===== src/rtl/core/rbpc_pkg.sv =====
package rbpc_pkg;

   // Number of cells in the chain, and so the longest sequence that is ranked
   localparam int MAX_ITEMS = 64;

   localparam int VALUE_W  = 32;
   localparam int RANK_W   = 6;
   localparam int DIGITS_W = 3;
   localparam int COUNT_W  = 7;

   // Request token walking down the chain
   typedef struct packed {
      logic                      valid;
      logic signed [VALUE_W-1:0] value;
      logic [RANK_W-1:0]         acc;    // older values found smaller so far
   } token_type;

   // Cell contents seen by the upper neighbor during unload
   typedef struct packed {
      logic              occ;
      logic [RANK_W-1:0] count;
   } cell_state_type;

   // Binary digit count of v, at least one
   function automatic logic [DIGITS_W-1:0] digits_of(input logic [RANK_W-1:0] v);
      logic [DIGITS_W-1:0] w;
      w = DIGITS_W'(1);
      for (int i = 1; i < RANK_W; i++) begin
         if (v[i]) w = DIGITS_W'(i + 1);
      end
      return w;
   endfunction

endpackage


===== src/rtl/core/rbpc_cell.sv =====
module rbpc_cell (
   input  logic                    clock,
   input  logic                    reset,
   input  rbpc_pkg::token_type      up_tok,    // token from the upper neighbor
   output rbpc_pkg::token_type      down_tok,  // token handed to the lower neighbor
   input  logic                    shift_en,  // unload: take the lower neighbor's state
   input  rbpc_pkg::cell_state_type up_state,
   output rbpc_pkg::cell_state_type cell_state
);

   logic                                occ_ff, occ_in;
   logic signed [rbpc_pkg::VALUE_W-1:0] value_ff, value_in;
   logic [rbpc_pkg::RANK_W-1:0]         count_ff, count_in;
   rbpc_pkg::token_type                 tok_ff, tok_in;

   // Shift in on unload, else compare token to stored value or take it if empty
   always_comb begin
      occ_in       = occ_ff;
      value_in     = value_ff;
      count_in     = count_ff;
      tok_in       = up_tok;
      tok_in.valid = 1'b0;
      if (shift_en) begin
         occ_in   = up_state.occ;
         count_in = up_state.count;
      end else if (up_tok.valid) begin
         if (occ_ff) begin
            tok_in.valid = 1'b1;
            if (value_ff < up_tok.value) begin
               tok_in.acc = up_tok.acc + rbpc_pkg::RANK_W'(1);
            end else if (value_ff > up_tok.value) begin
               count_in = count_ff + rbpc_pkg::RANK_W'(1);
            end
         end else begin
            occ_in   = 1'b1;
            value_in = up_tok.value;
            count_in = up_tok.acc;
         end
      end
   end

   always_ff @(posedge clock) begin
      if (reset) begin
         occ_ff       <= 1'b0;
         tok_ff.valid <= 1'b0;
      end else begin
         occ_ff   <= occ_in;
         value_ff <= value_in;
         count_ff <= count_in;
         tok_ff   <= tok_in;
      end
   end

   assign down_tok         = tok_ff;
   assign cell_state.occ   = occ_ff;
   assign cell_state.count = count_ff;

endmodule


===== config.mk =====
export PLATFORM = sky130hd
export DESIGN_NAME = rbpc_cell
export DESIGN_NICKNAME = d
export VERILOG_FILES = /design/src/rtl/core/rbpc_pkg.sv /design/src/rtl/core/rbpc_cell.sv
export SDC_FILE = /design/constraint.sdc
export NUM_CORES = 1
export LEC_CHECK = 0
export ABC_AREA = 1
export BUFFER_PORTS_ARGS = -buffer_cell sky130_fd_sc_hd__buf_4
export CAP_MARGIN = 20
export CORE_AREA = 2 2 94 96
export CTS_CLUSTER_SIZE = 28
export DETAILED_ROUTE_END_ITERATION = 10
export DIE_AREA = 0 0 96 98
export PLACE_DENSITY_LB_ADDON = 0.1
export SETUP_SLACK_MARGIN = 0.15
export SYNTH_ARGS = -nofsm -noshare
export SYNTH_HDL_FRONTEND = slang
export SYNTH_SLANG_ARGS = --single-unit

===== constraint.sdc =====
create_clock -name clock -period 4.1 [get_ports clock]
set_clock_uncertainty 0.2 [all_clocks]
set_input_delay 0.615 -clock clock [delete_from_list [all_inputs] [get_ports clock]]
set_output_delay 0.615 -clock clock [all_outputs]
set_load 0.01 [all_outputs]

==> impl_metrics.json, run 1 <==
{
  "outcome": "completed",
  "hold_viol_final": 0,
  "num_antenna_cells": 0,
  "cp-end-kind": "flip-flop",
  "yosysWarnings": 0,
  "whs_ns": 0.232,
  "gp_congestion": 0.780,
  "synthArstFlopShare": 0,
  "drt-initial-drc-count": 73,
  "r2r_cells": 9,
  "io_pins": 95,
  "drcViolationCount": 0,
  "syn_to_final_growth_pct": 29.0,
  "period_share": 0.640,
  "fin_cells": 526,
  "finish.instance_area_um2": 4760,
  "layout.area.seq_um2": 2320,
  "critPathMaxFanout": 6,
  "synth_area_um2": 3690,
  "multi_input_area_um2": 1140,
  "ctsHoldBuffers": 0,
  "gr-total-overflow": 0,
  "power_mw": 1.84,
  "layout-drive-gt1-share": 0.301,
  "cts_buffers": 9,
  "synth_top_family_by_area": "simple AND/OR/NAND/NOR gates",
  "grt_max_degree": 33,
  "synthAdderAreaFrac": 0.115,
  "vdd_drop_max_v": 0.000213,
  "die-area_um2": 9410,
  "synth-seq-cells": 78,
  "leakagePower_nw": 2.17,
  "synth_area_per_cell_um2": 11.9,
  "rows": 34,
  "synth_top_area_frac": 0.618,
  "relSlewSlack": 0.333,
  "yosys.area_share.simple": 0.133,
  "htree_num_levels": 3,
  "cts_resized": 0,
  "max_freq_mhz": 381,
  "placed_cells": 511,
  "post_cts_buffers": 0,
  "cts_root_buf": "clkbuf_8",
  "worstPathRequired_ns": 3.89,
  "wl_per_cell_um": 13.3,
  "grt_pass1_vias": 2418,
  "cts_buffer_depth": 2,
  "synth_top_flop_cell": "edfxtp_1",
  "synth_compound_area_frac": 0.0491,
  "grt_pass1_wl_um": 11300,
  "rsz0062_at_grt": "false",
  "synthTopCellsByArea": "edfxtp_1, ha_1, inv_1",
  "synth_cell_types": 31,
  "coreArea_um2": 8470,
  "report.final.slew_viol_count": 0,
  "die_h_um": 98,
  "synth-edff-count": 76,
  "p_switching_uw": 406,
  "swShare": 0.221,
  "wirelength_um": 7010,
  "antenna_found_initial": 0,
  "syn_inst": 310,
  "holdPathStages": 2,
  "muxShareOfSynthArea": 0,
  "setup-tns-final_ns": 0,
  "dpl_cell_area_um2": 4540,
  "powerDensity_nw_per_um2": 386,
  "p_int_mw": 1.43,
  "hold_class": "in -> reg",
  "min_period_ns": 2.62,
  "setup.worst_path.class": "in -> reg",
  "pwr-share-clk": 0.362,
  "maxCapViolations": 0,
  "clk_pin_slew_ns": 0.08,
  "hpwlAfterDp_um": 5160,
  "clkSinkCount": 78,
  "dr_total_vias": 2476,
  "synth_top_cell_by_area": "edfxtp_1",
  "setup_viol": 0,
  "clk_latency_ns": 0.35,
  "grt_use_total": 0.159,
  "port_buffers": 94,
  "cts_tree": "yes",
  "fin_ws_ns": 1.48,
  "vias_per_cell": 4.71,
  "synth_xor_xnor_area_share": 0.00949,
  "initial_core_util": 0.436,
  "fin_util": 0.563,
  "ys_seq_area_frac": 0.629,
  "post-place-ws_ns": 1.15,
  "worstSetupStartpointType": "input port",
  "dr.pass1.iters": 4,
  "layout.nets": 497,
  "r2r_slack_ns": 1.51,
  "die_w_um": 96,
  "ant_nets": 0,
  "nFillCells": 764,
  "arrival_ns": 2.41,
  "synth_fp_nets": 393,
  "p_seq_frac": 0.511,
  "comb_power_share": 0.127,
  "worst_slew_pin_slew_ns": 0.999
}
## cell families after synthesis
kind of cell	count (synthesis)
flops	78
xor+xnor	4
buf+inv	62
compound gates	28
simple gates	104
fa+ha+maj	34
## path summary, 6_finish.rpt
kind                                    from          end
worst min-delay path                   reset       occ_ff
worst max-delay path              up_tok[37]  count_ff[3]
worst min register to register        occ_ff       occ_ff
worst max register to register  value_ff[31]  count_ff[3]
## registers in the layout, summed over array words and instances, names as in the netlist
signal,count
down_tok,39
value_ff,32
occ_ff,1
count_ff,6
## metal layers
layer  track usage  share of wire  vias up
met5             0              0        -
met4        0.0429          0.011        0
met3        0.0625          0.064        7
met2         0.254           0.48       68
met1         0.201           0.44     1146
li1              -              -     1255
## synth_stat cells, types with 3 or more instances
cell and count:
inv_1 57, nand2_1 57, edfxtp_1 76, nor2_1 16
o21ai_0 3, a21oi_1 14, o221ai_1 3, nand2_4 4
nand3_1 9, ha_1 34, nand4_1 7, nand2_2 5
o211ai_1 3
## power by group through the flow
stage               Sequential [mW]  Combinational (mW)  Clock [mW]
global placement              0.958               0.232           0
global route                  0.945               0.263       0.718
detailed placement            0.959               0.236           0
CTS                           0.941               0.237       0.689
floorplan                     0.975              0.0956           0
finish                        0.940               0.233       0.666
## cells in the final DEF (no fill, tap or decap)
cell type / instances
buf_4: 95
edfxtp_1: 76
nand2_1: 57
inv_1: 56
ha_1: 34
nor2_1: 15
a21oi_1: 14
nand3_1: 9
clkbuf_8: 9
nand4_1: 7
nand2_2: 5
nand2_4: 4
clkinv_1: 3
o21ai_0: 3
o211ai_1: 3
o221ai_1: 3
bufinv_16: 3
inv_2: 2
nor2_4: 2
xor2_1: 2
xnor2_1: 2
dfxtp_1: 2
a21o_1: 1
nor2_2: 1
o21a_1: 1
o21a_2: 1
a21oi_4: 1
nor3b_1: 1
nand3_2: 1
nor4_2: 1
nor3_1: 1
a211oi_1: 1
clkinv_2: 1
clkbuf_1: 1
## critical path, cell delays in order
cell and delay (ns):
buf_4 0.09, inv_1 0.04, ha_1 0.37, a21oi_1 0.18, o21a_2 0.15, nand2_2 0.07, a21oi_4 0.18, nand2_4 0.08
nand2_4 0.07, nand3_1 0.08, a21oi_1 0.49
## area by class of cell
type / count / area share
sequential: 78 / 0.488
timing repair buffer: 95 / 0.150
inverter: 60 / 0.0473
clock inverter: 5 / 0.0208
tap: 108 / 0.0284
clock buffer: 10 / 0.0268
multi-input combinational: 170 / 0.240
No activity file was read; power rests on OpenSTA's default activity.
==> run 2: changes to the inputs <==
==> constraint.sdc (replaced) <==
create_clock -name clock -period 2.4 [get_ports clock]
set_clock_uncertainty 0.2 [all_clocks]
set_input_delay 0.36 -clock clock [delete_from_list [all_inputs] [get_ports clock]]
set_output_delay 0.36 -clock clock [all_outputs]
set_load 0.01 [all_outputs]
==> run 2 against run 1 <==
Against the previous run: setup slack got worse by 1.4 ns; design area increased by 13%; combinational power increased by 110%; die area unchanged; power increased by 73%; sequential share of layout area decreased by 5.6 points; core utilization increased by 7.3 points; critical path depth unchanged; clock-buffer cell count decreased by 1; clock power increased by 61%; highest routed layer unchanged.
==> impl_metrics.json, run 2 (same netlist as run 1, synthesis figures left out) <==
{
  "outcome": "completed",
  "leakagePower_nw": 2.35,
  "setup_viol": 0,
  "clkSinkCount": 78,
  "cp_slowest_stage_delay_ns": 0.42,
  "largest_reg_flops": 39,
  "layout.nets": 539,
  "drcViolationCount": 0,
  "swShare": 0.240,
  "relSlewSlack": 0.642,
  "maxCapViolations": 0,
  "layout.area.seq_um2": 2320,
  "die_h_um": 98,
  "coreArea_um2": 8470,
  "p_int_mw": 2.41,
  "pwr-share-clk": 0.338,
  "die_w_um": 96,
  "multi_input_area_um2": 1370,
  "cts_buffers": 9,
  "grt_pass1_wl_um": 12200,
  "period_share": 0.949,
  "cts_tree": "yes",
  "hpwlAfterDp_um": 5310,
  "crit_chain": "ha_4 -> a21oi_1 -> nand2_1 -> nand2_1 -> nand2_2 -> a21oi_4 -> nand2_4 -> nand2_4 -> nand3_2 -> a21oi_2 -> buf_6",
  "gr-total-overflow": 0,
  "hold_class": "in -> reg",
  "layout-drive-gt1-share": 0.358,
  "ant_nets": 0,
  "fin_util": 0.636,
  "gp_congestion": 0.781,
  "worstSetupStartpointType": "flip-flop",
  "dr_total_vias": 2705,
  "nFillCells": 703,
  "dpl_cell_area_um2": 4580,
  "grt_use_total": 0.168,
  "comb_power_share": 0.156,
  "rows": 34,
  "cts_root_buf": "clkbuf_8",
  "worstPathRequired_ns": 2.27,
  "antenna_found_initial": 0,
  "p_seq_frac": 0.506,
  "htree_num_levels": 3,
  "clk_pin_slew_ns": 0.08,
  "initial_core_util": 0.436,
  "final_cell_mix": "buf_4, edfxtp_1, inv_1, nand2_1, dlygate4sd3_1",
  "finish.instance_area_um2": 5380,
  "r2r_slack_ns": 0.12,
  "vdd_drop_max_v": 0.000321,
  "grt_pass1_vias": 2669,
  "setup.worst_path.class": "reg -> reg",
  "dr.pass1.iters": 4,
  "vias_per_cell": 4.75,
  "min_period_ns": 2.28,
  "grt_max_degree": 23,
  "hold_viol_final": 0,
  "num_antenna_cells": 0,
  "final_common_cell": "buf_4",
  "critPathSlowestCell": "edfxtp_1",
  "critPathMaxFanout": 6,
  "io_pins": 95,
  "rsz0062_at_grt": "true",
  "wl_per_cell_um": 13.8,
  "report.final.slew_viol_count": 0,
  "port_buffers": 94,
  "clk_latency_ns": 0.35,
  "syn_to_final_growth_pct": 45.8,
  "p_switching_uw": 763,
  "drt-initial-drc-count": 79,
  "arrival_ns": 2.15,
  "worst_slew_pin_slew_ns": 0.536,
  "max_freq_mhz": 439,
  "setup-tns-final_ns": 0,
  "wirelength_um": 7830,
  "cts_buffer_depth": 2,
  "powerDensity_nw_per_um2": 590,
  "die-area_um2": 9410,
  "cp-end-kind": "flip-flop"
}
run 2: cell count changes in the layout (fill, tap and decap cells not counted), sizes merged:
cell / change
clkinvlp: +2
clkbuf: -1
bufinv: -1
dlygate4sd3: +34
buf: +8
clkinv: +1
run 2: critical path: cells and delay by family, from the launching register on:
family                   cells  cell delay, ns
adder cells (fa/ha/maj)      1            0.23
AO/OA/AOI/OAI                3            0.51
buffers and inverters        1            0.14
AND/OR/NAND/NOR              6            0.48
flip-flops                   1            0.42
run 2: through the flow:
| step | power [mW] | std cells | worst slack [ns] | hold slack [ns] |
|---|---|---|---|---|
| after floorplan | 1.83 | 310 | 0.163 | 0.238 |
| after global placement | 2.04 | 516 | -0.0150 | 0.356 |
| after detailed placement | 2.05 | 516 | -0.0314 | 0.358 |
| after CTS | 3.14 | 557 | 0.136 | 0.00122 |
| after global routing | 3.31 | 569 | 0.0205 | 0.00426 |
| final | 3.17 | 569 | 0.123 | 0.0135 |
run 2: path summary, 6_finish.rpt:
kind	from	endpoint	cells past startpoint
setup / recovery	value_ff[19]	count_ff[1]	11
hold / removal	up_tok[36]	value_ff[30]	1
setup reg to reg	value_ff[19]	count_ff[1]	11
hold reg to reg	occ_ff	occ_ff	2
run 2: power by group through the flow:
stage               registers, mW  clock network, mW  logic (mW)
finish                       1.61               1.07       0.494
global route                 1.62               1.15       0.550
CTS                          1.61               1.09       0.450
detailed placement           1.64                  0       0.411
global placement             1.64                  0       0.402
floorplan                    1.66                  0       0.166
run 2: layer usage:
metal  GRT usage  share of wire  wire length (µm)  up-vias
li1            -              -                 -     1343
met1       0.216           0.44              3450     1280
met2       0.268           0.49              3850       72
met3      0.0463          0.052               408       10
met4      0.0626          0.016               122        0
met5           0              0                 0        -
run 2: cell type report:
| class | instances | share of cell area |
|---|---|---|
| inverter | 60 | 0.0425 |
| clock buffer | 9 | 0.0230 |
| clock inverter | 7 | 0.0165 |
| timing repair buffer | 137 | 0.208 |
| tap | 108 | 0.0251 |
| sequential | 78 | 0.431 |
| multi-input combinational | 170 | 0.254 |
run 2: what timing repair did:
item / in CTS / in global routing
setup buffers: 1 / 2
endpoints found under the setup margin: 6 / 12
endpoints found under the hold margin: 43 / 15
resized for setup: 7 / 28
cloned: 0 / 0
hold buffers: 24 / 10
pin swaps: 2 / 7
==> run 3: changes to the inputs <==
--- a/config.mk
+++ b/config.mk
@@ -12,6 +12,7 @@
 export CTS_CLUSTER_SIZE = 28
 export DETAILED_ROUTE_END_ITERATION = 10
 export DIE_AREA = 0 0 96 98
+export GPL_TIMING_DRIVEN = 0
 export PLACE_DENSITY_LB_ADDON = 0.1
 export SETUP_SLACK_MARGIN = 0.15
 export SYNTH_ARGS = -nofsm -noshare
==> run 3 against run 2 <==
Against the previous run: clock power down 13%; register-to-register slack better by 0.02 ns; setup slack improved by 0.023 ns; sequential share of layout area rose by 1.1 points; cell count decreased by 2.6%; fmax grew 1.0%; highest routed layer unchanged.
==> impl_metrics.json, run 3 (same netlist as run 1, synthesis figures left out) <==
{
  "outcome": "completed",
  "p_int_mw": 2.30,
  "fin_util": 0.620,
  "p_seq_frac": 0.532,
  "hp-start": "up_tok[13]",
  "num_antenna_cells": 0,
  "hpwlAfterDp_um": 5060,
  "wirelength_um": 7700,
  "worst_slew_pin_slew_ns": 1.01,
  "final_common_cell": "buf_4",
  "io_pins": 95,
  "initial_core_util": 0.436,
  "relSlewSlack": 0.325,
  "r2r_cells": 10,
  "holdPathStages": 1,
  "layout.nets": 524,
  "clkSinkCount": 78,
  "p_switching_uw": 730,
  "pwr-share-clk": 0.307,
  "grt_max_degree": 21,
  "cp-end-kind": "flip-flop",
  "clk_pin_slew_ns": 0.08,
  "r2r_slack_ns": 0.15,
  "whs_endpoint": "value_ff[7]",
  "antenna_found_initial": 0,
  "htree_num_levels": 3,
  "layout-drive-gt1-share": 0.383,
  "powerDensity_nw_per_um2": 576,
  "ant_nets": 0,
  "grt_use_met3": 0.0370,
  "leakagePower_nw": 2.26,
  "final_cell_mix": "buf_4, edfxtp_1, inv_1, nand2_1, ha_1",
  "layout.area.seq_um2": 2320,
  "hold_class": "in -> reg",
  "nFillCells": 714,
  "setup.worst_path.class": "reg -> reg",
  "period_share": 0.940,
  "comb_power_share": 0.161,
  "fin_cells": 554,
  "grt_pass1_wl_um": 12000,
  "drcViolationCount": 0,
  "hold_viol_final": 0,
  "rows": 34,
  "port_buffers": 94,
  "worstReg2RegStart": "value_ff[23]",
  "dr_total_vias": 2648,
  "grt_use_total": 0.167,
  "maxCapViolations": 0,
  "cts_root_buf": "clkbuf_8",
  "swShare": 0.241,
  "cts_buffers": 9,
  "cts_tree": "yes",
  "largest_reg_flops": 39,
  "use_met2": 0.268,
  "critPathLaunch": "value_ff[23]",
  "syn_to_final_growth_pct": 42.3,
  "gr-total-overflow": 0,
  "min_period_ns": 2.25,
  "cts_buffer_depth": 2,
  "rsz0062_at_grt": "true",
  "power_mw": 3.03,
  "grtUsageMet1": 0.219,
  "wl_per_cell_um": 13.9,
  "worstPathRequired_ns": 2.28,
  "worstReg2RegEnd": "down_tok[0]",
  "grt_busiest_layer": "met2",
  "critPathMaxFanout": 8,
  "dr.pass1.iters": 5,
  "coreArea_um2": 8470,
  "arrival_ns": 2.14,
  "placed_cells": 512,
  "die_w_um": 96,
  "report.final.slew_viol_count": 0,
  "vdd_drop_max_v": 0.000290,
  "vias_per_cell": 4.78,
  "grt_pass1_vias": 2598,
  "drt-initial-drc-count": 65,
  "die-area_um2": 9410,
  "gp_congestion": 0.810,
  "setup_viol": 0,
  "multi_input_area_um2": 1430,
  "whs_ns": 0.0161,
  "max_freq_mhz": 443,
  "clk_latency_ns": 0.34,
  "worstSetupStartpointType": "flip-flop",
  "die_h_um": 98
}
[run 3: final cells by class]
cell class / count / area share
Clock inverter: 5 / 0.00953
Clock buffer: 11 / 0.0250
Inverter: 60 / 0.0436
Timing Repair Buffer: 118 / 0.179
Tap cell: 108 / 0.0257
Multi-Input combinational cell: 171 / 0.272
Sequential cell: 78 / 0.442
Timing Repair inverter: 1 / 0.000953
Buffer: 2 / 0.00214
[run 3: how the worst max path moves through the flow]
| stage | to | slack (ns) | cells past startpoint |
|---|---|---|---|
| global route | down_tok[5] | 0.04 | 14 |
| global placement | value_ff[7] | -0.40 | 4 |
| detailed placement | value_ff[7] | -0.44 | 4 |
| finish | down_tok[0] | 0.15 | 10 |
| CTS | count_ff[4] | 0.07 | 9 |
| floorplan | count_ff[0] | 0.16 | 10 |
[run 3: per-stage QoR]
stage	setup TNS [ns]	cell area, µm²	setup WS, ns
after CTS	0	4990	0.0738
after detailed placement	-15.52	4550	-0.445
after floorplan	0	3710	0.163
after global placement	-13.77	4550	-0.398
final	0	5250	0.145
after global routing	0	5250	0.0430
[run 3: worst max-delay path, stage by stage (launching register included)]
cell	delay, ns
edfxtp_1	0.43
ha_4	0.27
a21oi_2	0.13
o21a_1	0.14
nand2_2	0.08
a21oi_4	0.19
buf_6	0.13
nand3_4	0.09
nand2_4	0.12
nand2_2	0.07
xor2_1	0.15
[run 3: layer usage]
layer  share of wire  routed length [µm]
met5               0                   0
met4          0.0083                  64
met3           0.053                 407
met2            0.50                3850
met1            0.44                3380
[run 3: timing repair]
action                     CTS  global route
hold buffers                18             2
setup endpoints to repair   38            12
cloned                       2             0
gates resized for setup     11            37
hold endpoints to repair    33             2
buffers inserted             2             2
pin swaps                    7            16
[run 3: power groups by stage]
| stage | logic [mW] | registers [mW] | clock network [mW] |
|---|---|---|---|
| CTS | 0.450 | 1.61 | 0.966 |
| floorplan | 0.166 | 1.66 | 0 |
| global placement | 0.397 | 1.64 | 0 |
| global route | 0.542 | 1.62 | 1.01 |
| finish | 0.488 | 1.61 | 0.930 |
| detailed placement | 0.405 | 1.64 | 0 |
